File: src/design/gpc_pkg.sv
`timescale 1ns / 1ps
// Shared types and constants of the grid path counter.
package gpc_pkg;

	localparam int PATH_W = 64;
	localparam int ROWS_W = 16;
	localparam int COLS_W = 8;
	localparam int CFG_W  = 16;
	localparam int IDX_W  = 1;

	localparam logic [IDX_W-1:0] REG_ROWS = 1'b0;
	localparam logic [IDX_W-1:0] REG_COLS = 1'b1;

	typedef struct packed {
		logic [PATH_W-1:0] count;
		logic              sat;
	} res_t;

	typedef logic [1:0] occ_t;

endpackage

File: src/design/gpc_out_fifo.sv
`timescale 1ns / 1ps
// Two-entry result queue that decouples the output stall from the datapath.
module gpc_out_fifo (
	input  logic           clk,
	input  logic           arst_n,
	input  logic           push,
	input  gpc_pkg::res_t  push_data,
	input  logic           pop,
	output gpc_pkg::res_t  head,
	output gpc_pkg::occ_t  occ
);

	gpc_pkg::res_t e0_q, e1_q;
	gpc_pkg::occ_t occ_q;

	always_ff @(posedge clk or negedge arst_n) begin
		if (!arst_n) begin
			occ_q <= 2'd0;
		end else if (push && !pop) begin
			occ_q <= occ_q + 2'd1;
		end else if (pop && !push) begin
			occ_q <= occ_q - 2'd1;
		end
	end

	always_ff @(posedge clk) begin
		if (pop && push) begin
			if (occ_q == 2'd1) begin
				e0_q <= push_data;
			end else begin
				e0_q <= e1_q;
				e1_q <= push_data;
			end
		end else if (pop) begin
			e0_q <= e1_q;
		end else if (push) begin
			if (occ_q == 2'd0) begin
				e0_q <= push_data;
			end else begin
				e1_q <= push_data;
			end
		end
	end

	assign head = e0_q;
	assign occ  = occ_q;

endmodule

File: config.mk
export PLATFORM = sky130hd
export DESIGN_NAME = gpc_out_fifo
export DESIGN_NICKNAME = d
export VERILOG_FILES = /design/src/design/gpc_pkg.sv /design/src/design/gpc_out_fifo.sv
export SDC_FILE = /design/constraint.sdc
export NUM_CORES = 1
export LEC_CHECK = 0
export BUFFER_PORTS_ARGS = -buffer_cell sky130_fd_sc_hd__buf_2
export CAP_MARGIN = 20
export CORE_MARGIN = 2
export CORE_UTILIZATION = 35
export CTS_CLUSTER_DIAMETER = 100
export DETAILED_ROUTE_END_ITERATION = 10
export PLACE_DENSITY = 0.59
export SLEW_MARGIN = 20
export SYNTH_ARGS = -nofsm -noshare
export SYNTH_HDL_FRONTEND = slang
export SYNTH_SLANG_ARGS = --single-unit
File: constraint.sdc
create_clock -name clk -period 4.35 [get_ports clk]
set_input_delay 0.87 -clock clk [delete_from_list [all_inputs] [get_ports clk]]
set_output_delay 0.87 -clock clk [all_outputs]
set_load 0.05 [all_outputs]
Word-level counts from Yosys, hierarchy flattened
Cells that the tools add are included.
- $add $sub $neg: 2
- equality and inequality tests: 4
- multiplexer cells: 12
- reduce and logical (&&, ||, !) cells: 12
- operators by type and width (kind ; count):
    $mux 65 ; 10
    $reduce_bool 3->1 ; 2
    $mux 2 ; 2
    $ne 2x2->1 const B ; 2
    $reduce_and 4->1 ; 1
    $reduce_bool 2->1 ; 2
    $logic_and 1x1->1 ; 3
    $add 2x1->2 const B ; 1
    $eq 2x1->1 const B ; 1
    $logic_not 1->1 ; 2
    $logic_not 2->1 ; 1
    $ne 2x1->1 const B ; 1
    $reduce_and 2->1 ; 1
    $sub 2x1->2 const B ; 1
- bits in registers: 132
- bits of input ports: 69
- output and inout bits: 67
- logic and storage cells: 35

Longest topological paths before layout
Gate-level depths: netlist of the first run.
- word-level depth: 5
- gate-level depth with buffers: 6
- gate-level depth less buffers: 5

Worst setup path before layout of the first run
Ideal clock, no wire load.
- path kind: input -> register
- from: input port push
- to: register e1_q[0] (netlist name), enable pin
- library setup time: 509 ps
- data arrival time: 4671 ps
- data required time: 3841 ps
- path slack: -830 ps
- stages on the path: 3
- path buffers: 0
- cell sequence: ha_1 -> or3_1 -> a21oi_1
- longest elaborated chain between the ends: 3
- elaborated cells on any way between the ends: 6
- those cells by class: eq/ne: 3; reduce/logical: 3
- RTL lines (item ; RTL line ; text):
    start, declared ; gpc_out_fifo.sv:6 ; input logic push,
    $logic_and 1x1->1 ; gpc_out_fifo.sv:27 ; if (pop && push) begin
    $ne 2x2->1 (no line), or another cell as far along ; n/a ;
    $reduce_and 4->1 (no line) * ; n/a ;
    end signal, assigned ; gpc_out_fifo.sv:32 ; e1_q <= push_data;
    end signal, assigned ; gpc_out_fifo.sv:40 ; e1_q <= push_data;
    end, declared ; gpc_out_fifo.sv:13 ; gpc_pkg::res_t e0_q, e1_q;
Every way passes the cells marked *; elsewhere a longest branch is shown, timed or not.
A chain may end at the register's enable or synchronous reset.

Worst setup path after layout of the first run
- from: input port pop
- to: register e0_q, in the netlist head[41] (data pin)
- longest elaborated chain between the ends: 2
- elaborated cells on any way between the ends: 3
- those cells by class: mux: 2; reduce/logical: 1
- RTL lines (item ; RTL line ; text):
    start, declared ; gpc_out_fifo.sv:8 ; input logic pop,
    $mux 65 / $logic_and 1x1->1 (equally long branches) ; gpc_out_fifo.sv:34, gpc_out_fifo.sv:27 ;
    $mux 65 * ; gpc_out_fifo.sv:27 ;
    end signal, assigned ; gpc_out_fifo.sv:29 ; e0_q <= push_data;
    end signal, assigned ; gpc_out_fifo.sv:31 ; e0_q <= e1_q;
    end signal, assigned ; gpc_out_fifo.sv:35 ; e0_q <= e1_q;
    end, declared ; gpc_out_fifo.sv:13 ;
Marks and branches as above.

==> out/metrics.yaml, run 1 <==
status:
  status: "finished, final reports clean"
synth:
  yosysUniqueCellTypes: 17
  post-synth-top-area-fraction_pct: 79.55
  synthArstFlopShare_pct: 1.515
  avgSynthCellArea_um2: 21.71
  synth_ff_type: "edfxtp_1"
  yosys_warnings: 0
  netlist_area_um2: 4907
  synth_edf_count: 130
  ys_seq_area_share_pct: 80.57
  syn_inst: 226
  ys_top_cells_by_area: "edfxtp_1 (80%), mux2_2 (15%), ha_1 (1.8%)"
  synth_common_cells: "edfxtp_1 (130), mux2_2 (65), ha_1 (7)"
  synth_most_common_cell: "edfxtp_1"
  synth_seq_cells: 132
  synth_nets: 302
  yosys.area.top_type: "edfxtp_1"
routing:
  wire_per_inst_um: 15.93
  drtIter0Drc: 209
  wl_um: 9097
  ant_nets: 0
  vias: 2571
  via_per_inst: 4.503
  drtPass1Iterations: 4
  route.detailed.drc: 0
setup_path:
  cp.buffers_inverters: 2
  start_kind: "primary input"
  path_class: "primary input to flop"
  crit_fanout: 26
  crit_arrival_ns: 2.81
  crit_slowest_cell: "o21ai_4"
  crit_path_end_kind: "flop"
  cp_top_family: "compound AO/OA/AOI/OAI gates"
  path_depth: 5
  crit_chain: "buf_2 -> ha_1 -> o21ai_4 -> buf_4 -> mux2_2"
  rr_worst_depth: 5
  required_ns: 4.50
  cpPeakStageDelay_ns: 0.68
timing:
  period_share_pct: 61.28
  drv_slew: 0
  maxSlewHeadroom_pct: 40.14
  min_period_ns: 2.665
  rsz0062_at_grt: "no"
  tns_ns: 0
  finalSetupViolCount: 0
  fmax_ghz: 0.3752
  hold_viol: 0
  clock_skew_ns: 0.008992
  layout_setup_ws_ns: 1.685
  worst_pin_slew_ns: 0.8979
power_and_ir_drop:
  leakagePower_nw: 2.490
  power.share.sequential_pct: 41.8
  p_switching_mw: 1.358
  pwr-share-clk_pct: 33.7
  ir_worst_vdd_uv: 334.0
  pwr-share-comb_pct: 24.5
  p_sw_share_pct: 31.33
  p_int_mw: 2.975
  powerDensity_nw_per_um2: 674.1
cells_and_area:
  diodes: 0
  drive_above_1_share_pct: 60.61
  area_delta_synth_final_pct: 30.98
  fillers: 1257
  final_nets: 454
  fin_util_pct: 46.67
  fin_area_um2: 6427
place:
  dp_hpwl_um: 5973
  post-place-ws_ns: 1.214
  dpl_cell_area_um2: 5819
  portBuffers: 135
  gp_congestion: 0.7126
clock_network:
  cts-resized-gates: 0
  cts_tree: "done"
  cts_made_buffers: 17
  worstSkewPairLatency_ns: 0.41
  cts.hold.buffers_added: 0
  root_buffer: "clkbuf_16"
  clkTransAtPathRegs_ns: 0.06
  clockBufferDepth: 2
  cts_sinks: 132
  post_cts_buffers: 0
  htreeDepth: 4
die:
  die_w_um: 122.4
  coreArea_um2: 13770
  placementRows: 43
  start_util_pct: 35.63
  boundaryPins: 136
  die_area_um2: 14980
  fp.dieH_um: 122.4
global_route:
  grt_max_degree: 66
  antenna_found_initial: 0
  grt-ovfl-total: 0
  grt_pass1_wl_um: 13690
  grt_pass1_vias: 2629
  grt_use_total_pct: 12.57
min_path:
  hp-class: "primary input to async pin"
flow_run:
  max_cap_violations: 0
-- per-stage QoR --
| step | total power, mW | hold slack [ns] | instances |
|---|---|---|---|
| final | 4.332 | 0.2391 | 571 |
| after global routing | 4.503 | 0.2186 | 571 |
| after CTS | 4.390 | 0.2209 | 571 |
| after detailed placement | 2.917 | 0.5322 | 539 |
| after global placement | 2.899 | 0.5263 | 539 |
| after floorplan | 2.642 | 0.5231 | 226 |
-- worst register-to-register path, stage by stage (launching register included) --
cell	delay, ns
dfrtp_1	0.43
ha_1	0.21
nand2b_1	0.22
o21ai_4	0.35
buf_4	0.47
mux2_2	0.39
-- path summary, 6_finish.rpt --
check | slack [ns] | start | to
min in group clk | 0.54 | e1_q[39]$_DFFE_PP_ | head[39]$_DFFE_PP_
hold reg to reg | 0.54 | e1_q[39]$_DFFE_PP_ | head[39]$_DFFE_PP_
hold / removal | 0.24 | arst_n | occ[1]$_DFFE_PN0P_
setup reg to reg | 2.03 | occ[0]$_DFFE_PN0P_ | head[41]$_DFFE_PP_
setup / recovery | 1.68 | pop | head[41]$_DFFE_PP_
max in group asynchronous | 4.00 | arst_n | occ[0]$_DFFE_PN0P_
-- power groups by stage --
stage	Clock, mW	Sequential [mW]	Combinational [mW]
6_report	1.46	1.81	1.06
5_1_grt	1.54	1.84	1.13
4_1_cts	1.49	1.82	1.08
3_5_place_dp	0	1.84	1.08
3_3_place_gp	0	1.83	1.07
2_1_floorplan	0	2.35	0.291
-- area by class of cell --
type / count / area [um^2] / share of cell area [%]
sequential: 132 / 3954 / 61.51
tap: 180 / 225.2 / 3.504
clock inverter: 11 / 157.7 / 2.453
clock buffer: 21 / 450.4 / 7.008
multi-input combinational: 84 / 919.6 / 14.31
inverter: 4 / 15.01 / 0.2336
timing repair buffer: 139 / 705.7 / 10.98
-- flip-flops by register name, summed over array words and instances (netlist names) --
| signal | count |
|---|---|
| occ | 2 |
| head | 65 |
| e1_q | 65 |
-- placed cells by master (no fill, tap or decap), drive strengths merged --
cell type,instances
a21oi,2
buf,139
bufinv,4
clkbuf,21
clkinv,6
clkinvlp,1
dfrtp,2
edfxtp,130
ha,7
inv,4
mux2,65
nand2,1
nand2b,1
nor2,2
nor3,1
o21ai,2
or3,1
xnor2,1
xor2,1
-- kinds of logic after synthesis --
kind of cell	count (synthesis)	share of synthesized area, %
AOI/OAI and AO/OA	4	0.5608
xor gates and xnor gates	2	0.3570
adders and majority gates	7	1.785
buffers and inverters	10	1.224
DFF	132	80.57
muxes	65	14.92
and+or+nand+nor	6	0.5865
-- metal layers --
layer | global-route usage (%) | vias to the layer above | part of all wire [%]
li1 | - | 1194 | -
met1 | 15.53 | 1267 | 43
met2 | 18.96 | 95 | 47
met3 | 5.530 | 15 | 8.1
met4 | 5.891 | 0 | 1.7
met5 | 0 | - | 0
Power figures use the tool's default switching activity.
==> run 2, diff against run 1 <==
Settings changed: PLACE_DENSITY 0.59 to 0.57.
Clock period 4.35 ns to 2.76 ns, I/O delays scaled along.
==> run 2 against run 1 <==
Against the previous run: hold slack improved by 0.089 ns; total power increased by 59%; sequential cell count unchanged; clock power is 59% higher; setup slack worse by 0.94 ns; wire length rose by 3.0%; critical path depth unchanged; combinational power rose by 63%; register-to-register slack got worse by 1.3 ns; final cell count up 0.70%; sequential share of layout area down 0.71 points; via count increased by 2.2%.
==> out/metrics.yaml, run 2 (synthesized netlist as in run 1, its figures left out) <==
status:
  status: "finished, final reports clean"
cells_and_area:
  final_nets: 458
  final_cell_mix: "buf_2 (135), edfxtp_1 (130), mux2_2 (65), clkbuf_16 (17), ha_1 (7)"
  final_common_cell: "buf_2"
  fillers: 1246
  stdcell_count: 575
  fin_area_um2: 6506
  diodes: 0
  area_delta_synth_final_pct: 32.59
  drive_above_1_share_pct: 61.01
timing:
  fmax_ghz: 0.4951
  worst_pin_slew_ns: 0.4833
  finalSetupViolCount: 0
  clock_skew_ns: 0.004993
  maxSlewHeadroom_pct: 67.66
  drv_slew: 0
  tns_ns: 0
  hold_viol: 0
  min_period_ns: 2.020
  rsz0062_at_grt: "no"
  period_share_pct: 73.19
place:
  portBuffers: 135
  dpl_cell_area_um2: 5882
  gp_congestion: 0.7212
  dp_hpwl_um: 6133
  dp.cells: 542
die:
  die_w_um: 122.4
  coreArea_um2: 13770
  placementRows: 43
  fp.dieH_um: 122.4
  boundaryPins: 136
  start_util_pct: 35.63
  die_area_um2: 14980
routing:
  via_per_inst: 4.569
  ant_nets: 0
  drtIter0Drc: 118
  drtPass1Iterations: 4
  wl_um: 9368
  vias: 2627
  route.detailed.drc: 0
  wire_per_inst_um: 16.29
setup_path:
  crit_chain: "ha_1 -> nand2b_1 -> o21ai_4 -> buf_4 -> mux2_2"
  crit_fanout: 12
  cpPeakStageDelay_ns: 0.44
  crit_arrival_ns: 2.17
  regToRegStartpoint: "occ[0]$_DFFE_PN0P_"
  crit_path_end_kind: "flop"
  crit_slowest_cell: "dfrtp_2"
  path_class: "flop to flop"
  cp.buffers_inverters: 1
  cp_top_family: "flip-flops"
  r2r_slack_ns: 0.74
  start_kind: "flop"
  cp-startpoint: "occ[0]$_DFFE_PN0P_"
  required_ns: 2.91
global_route:
  grt_pass1_vias: 2722
  antenna_found_initial: 0
  grt-ovfl-total: 0
  grt_use_total_pct: 13.05
  grt_pass1_wl_um: 14190
  grt_max_degree: 47
power_and_ir_drop:
  leakagePower_nw: 2.508
  power.share.sequential_pct: 41.3
  pwr-share-comb_pct: 25.1
  powerDensity_nw_per_um2: 1058
  p_switching_mw: 2.186
  p_sw_share_pct: 31.74
  ir_worst_vdd_uv: 412.7
  pwr-share-clk_pct: 33.6
  p_int_mw: 4.700
clock_network:
  cts_tree: "done"
  worstSkewPairLatency_ns: 0.41
  cts_sinks: 132
  clkTransAtPathRegs_ns: 0.06
  clockBufferDepth: 2
  root_buffer: "clkbuf_16"
  cts_made_buffers: 17
  htreeDepth: 4
flow_run:
  max_cap_violations: 0
min_path:
  min-delay-start: "push_data[4]"
  hp-class: "primary input to flop"
## run 2: changes by cell type in the layout (fill, tap and decap cells not counted)
cell / change
clkinv_1: +3
clkinv_2: -5
clkbuf_1: -2
clkbuf_8: -1
buf_12: +3
dfrtp_1: -2
dfrtp_2: +2
clkinvlp_4: +2
clkinv_4: +2
dlygate4sd3_1: +1
inv_6: +1
## run 2: power groups by stage
stage	registers (mW)	clock network (mW)	logic (mW)
6_report	2.84	2.32	1.73
2_1_floorplan	3.70	0	0.467
3_3_place_gp	2.87	0	1.73
3_5_place_dp	2.89	0	1.76
5_1_grt	2.88	2.45	1.83
4_1_cts	2.85	2.38	1.77
## run 2: final timing paths
path,to,cells past startpoint
min in group asynchronous,occ[1]$_DFFE_PN0P_,2
max in group asynchronous,occ[0]$_DFFE_PN0P_,2
worst max-delay path,head[24]$_DFFE_PP_,5
worst min register to register,occ[0]$_DFFE_PN0P_,1
worst min-delay path,e1_q[4]$_DFFE_PP_,1
worst max register to register,head[24]$_DFFE_PP_,5
## run 2: routing by layer
metal	share of wire [%]	GRT usage [%]	routed length [um]	vias up
li1	-	-	-	1208
met1	41	15.50	3867	1317
met2	50	20.90	4647	88
met3	7.1	4.414	665	14
met4	2.0	7.112	187	0
met5	0	0	0	-
## run 2: through the flow
stage          power [mW]  util, %  hold slack (ns)  setup WS (ns)
4_1_cts             6.995    47.24           0.3035         0.6900
2_1_floorplan       4.164        -           0.2564       0.001195
3_5_place_dp        4.647    42.71           0.3402         0.3945
5_1_grt             7.163    47.24           0.3113         0.6480
3_3_place_gp        4.608    42.71           0.3355         0.4540
6_report            6.886    47.24           0.3281         0.7400
## run 2: final cells by class
type | count | area, um^2 | share of cell area (%)
Clock inverter | 14 | 185.2 | 2.846
Multi-Input combinational cell | 84 | 919.6 | 14.13
Timing Repair Buffer | 143 | 775.7 | 11.92
Clock buffer | 18 | 429.2 | 6.596
Tap cell | 180 | 225.2 | 3.462
Sequential cell | 132 | 3956 | 60.81
Inverter | 4 | 15.01 | 0.2308
## run 2: timing repair
| item | 4_1_cts | 5_1_grt |
|---|---|---|
| hold endpoints to repair | 2 | 0 |
| hold buffers | 1 | 0 |
| buffers inserted | 0 | 0 |
| gates resized for setup | 0 | 0 |
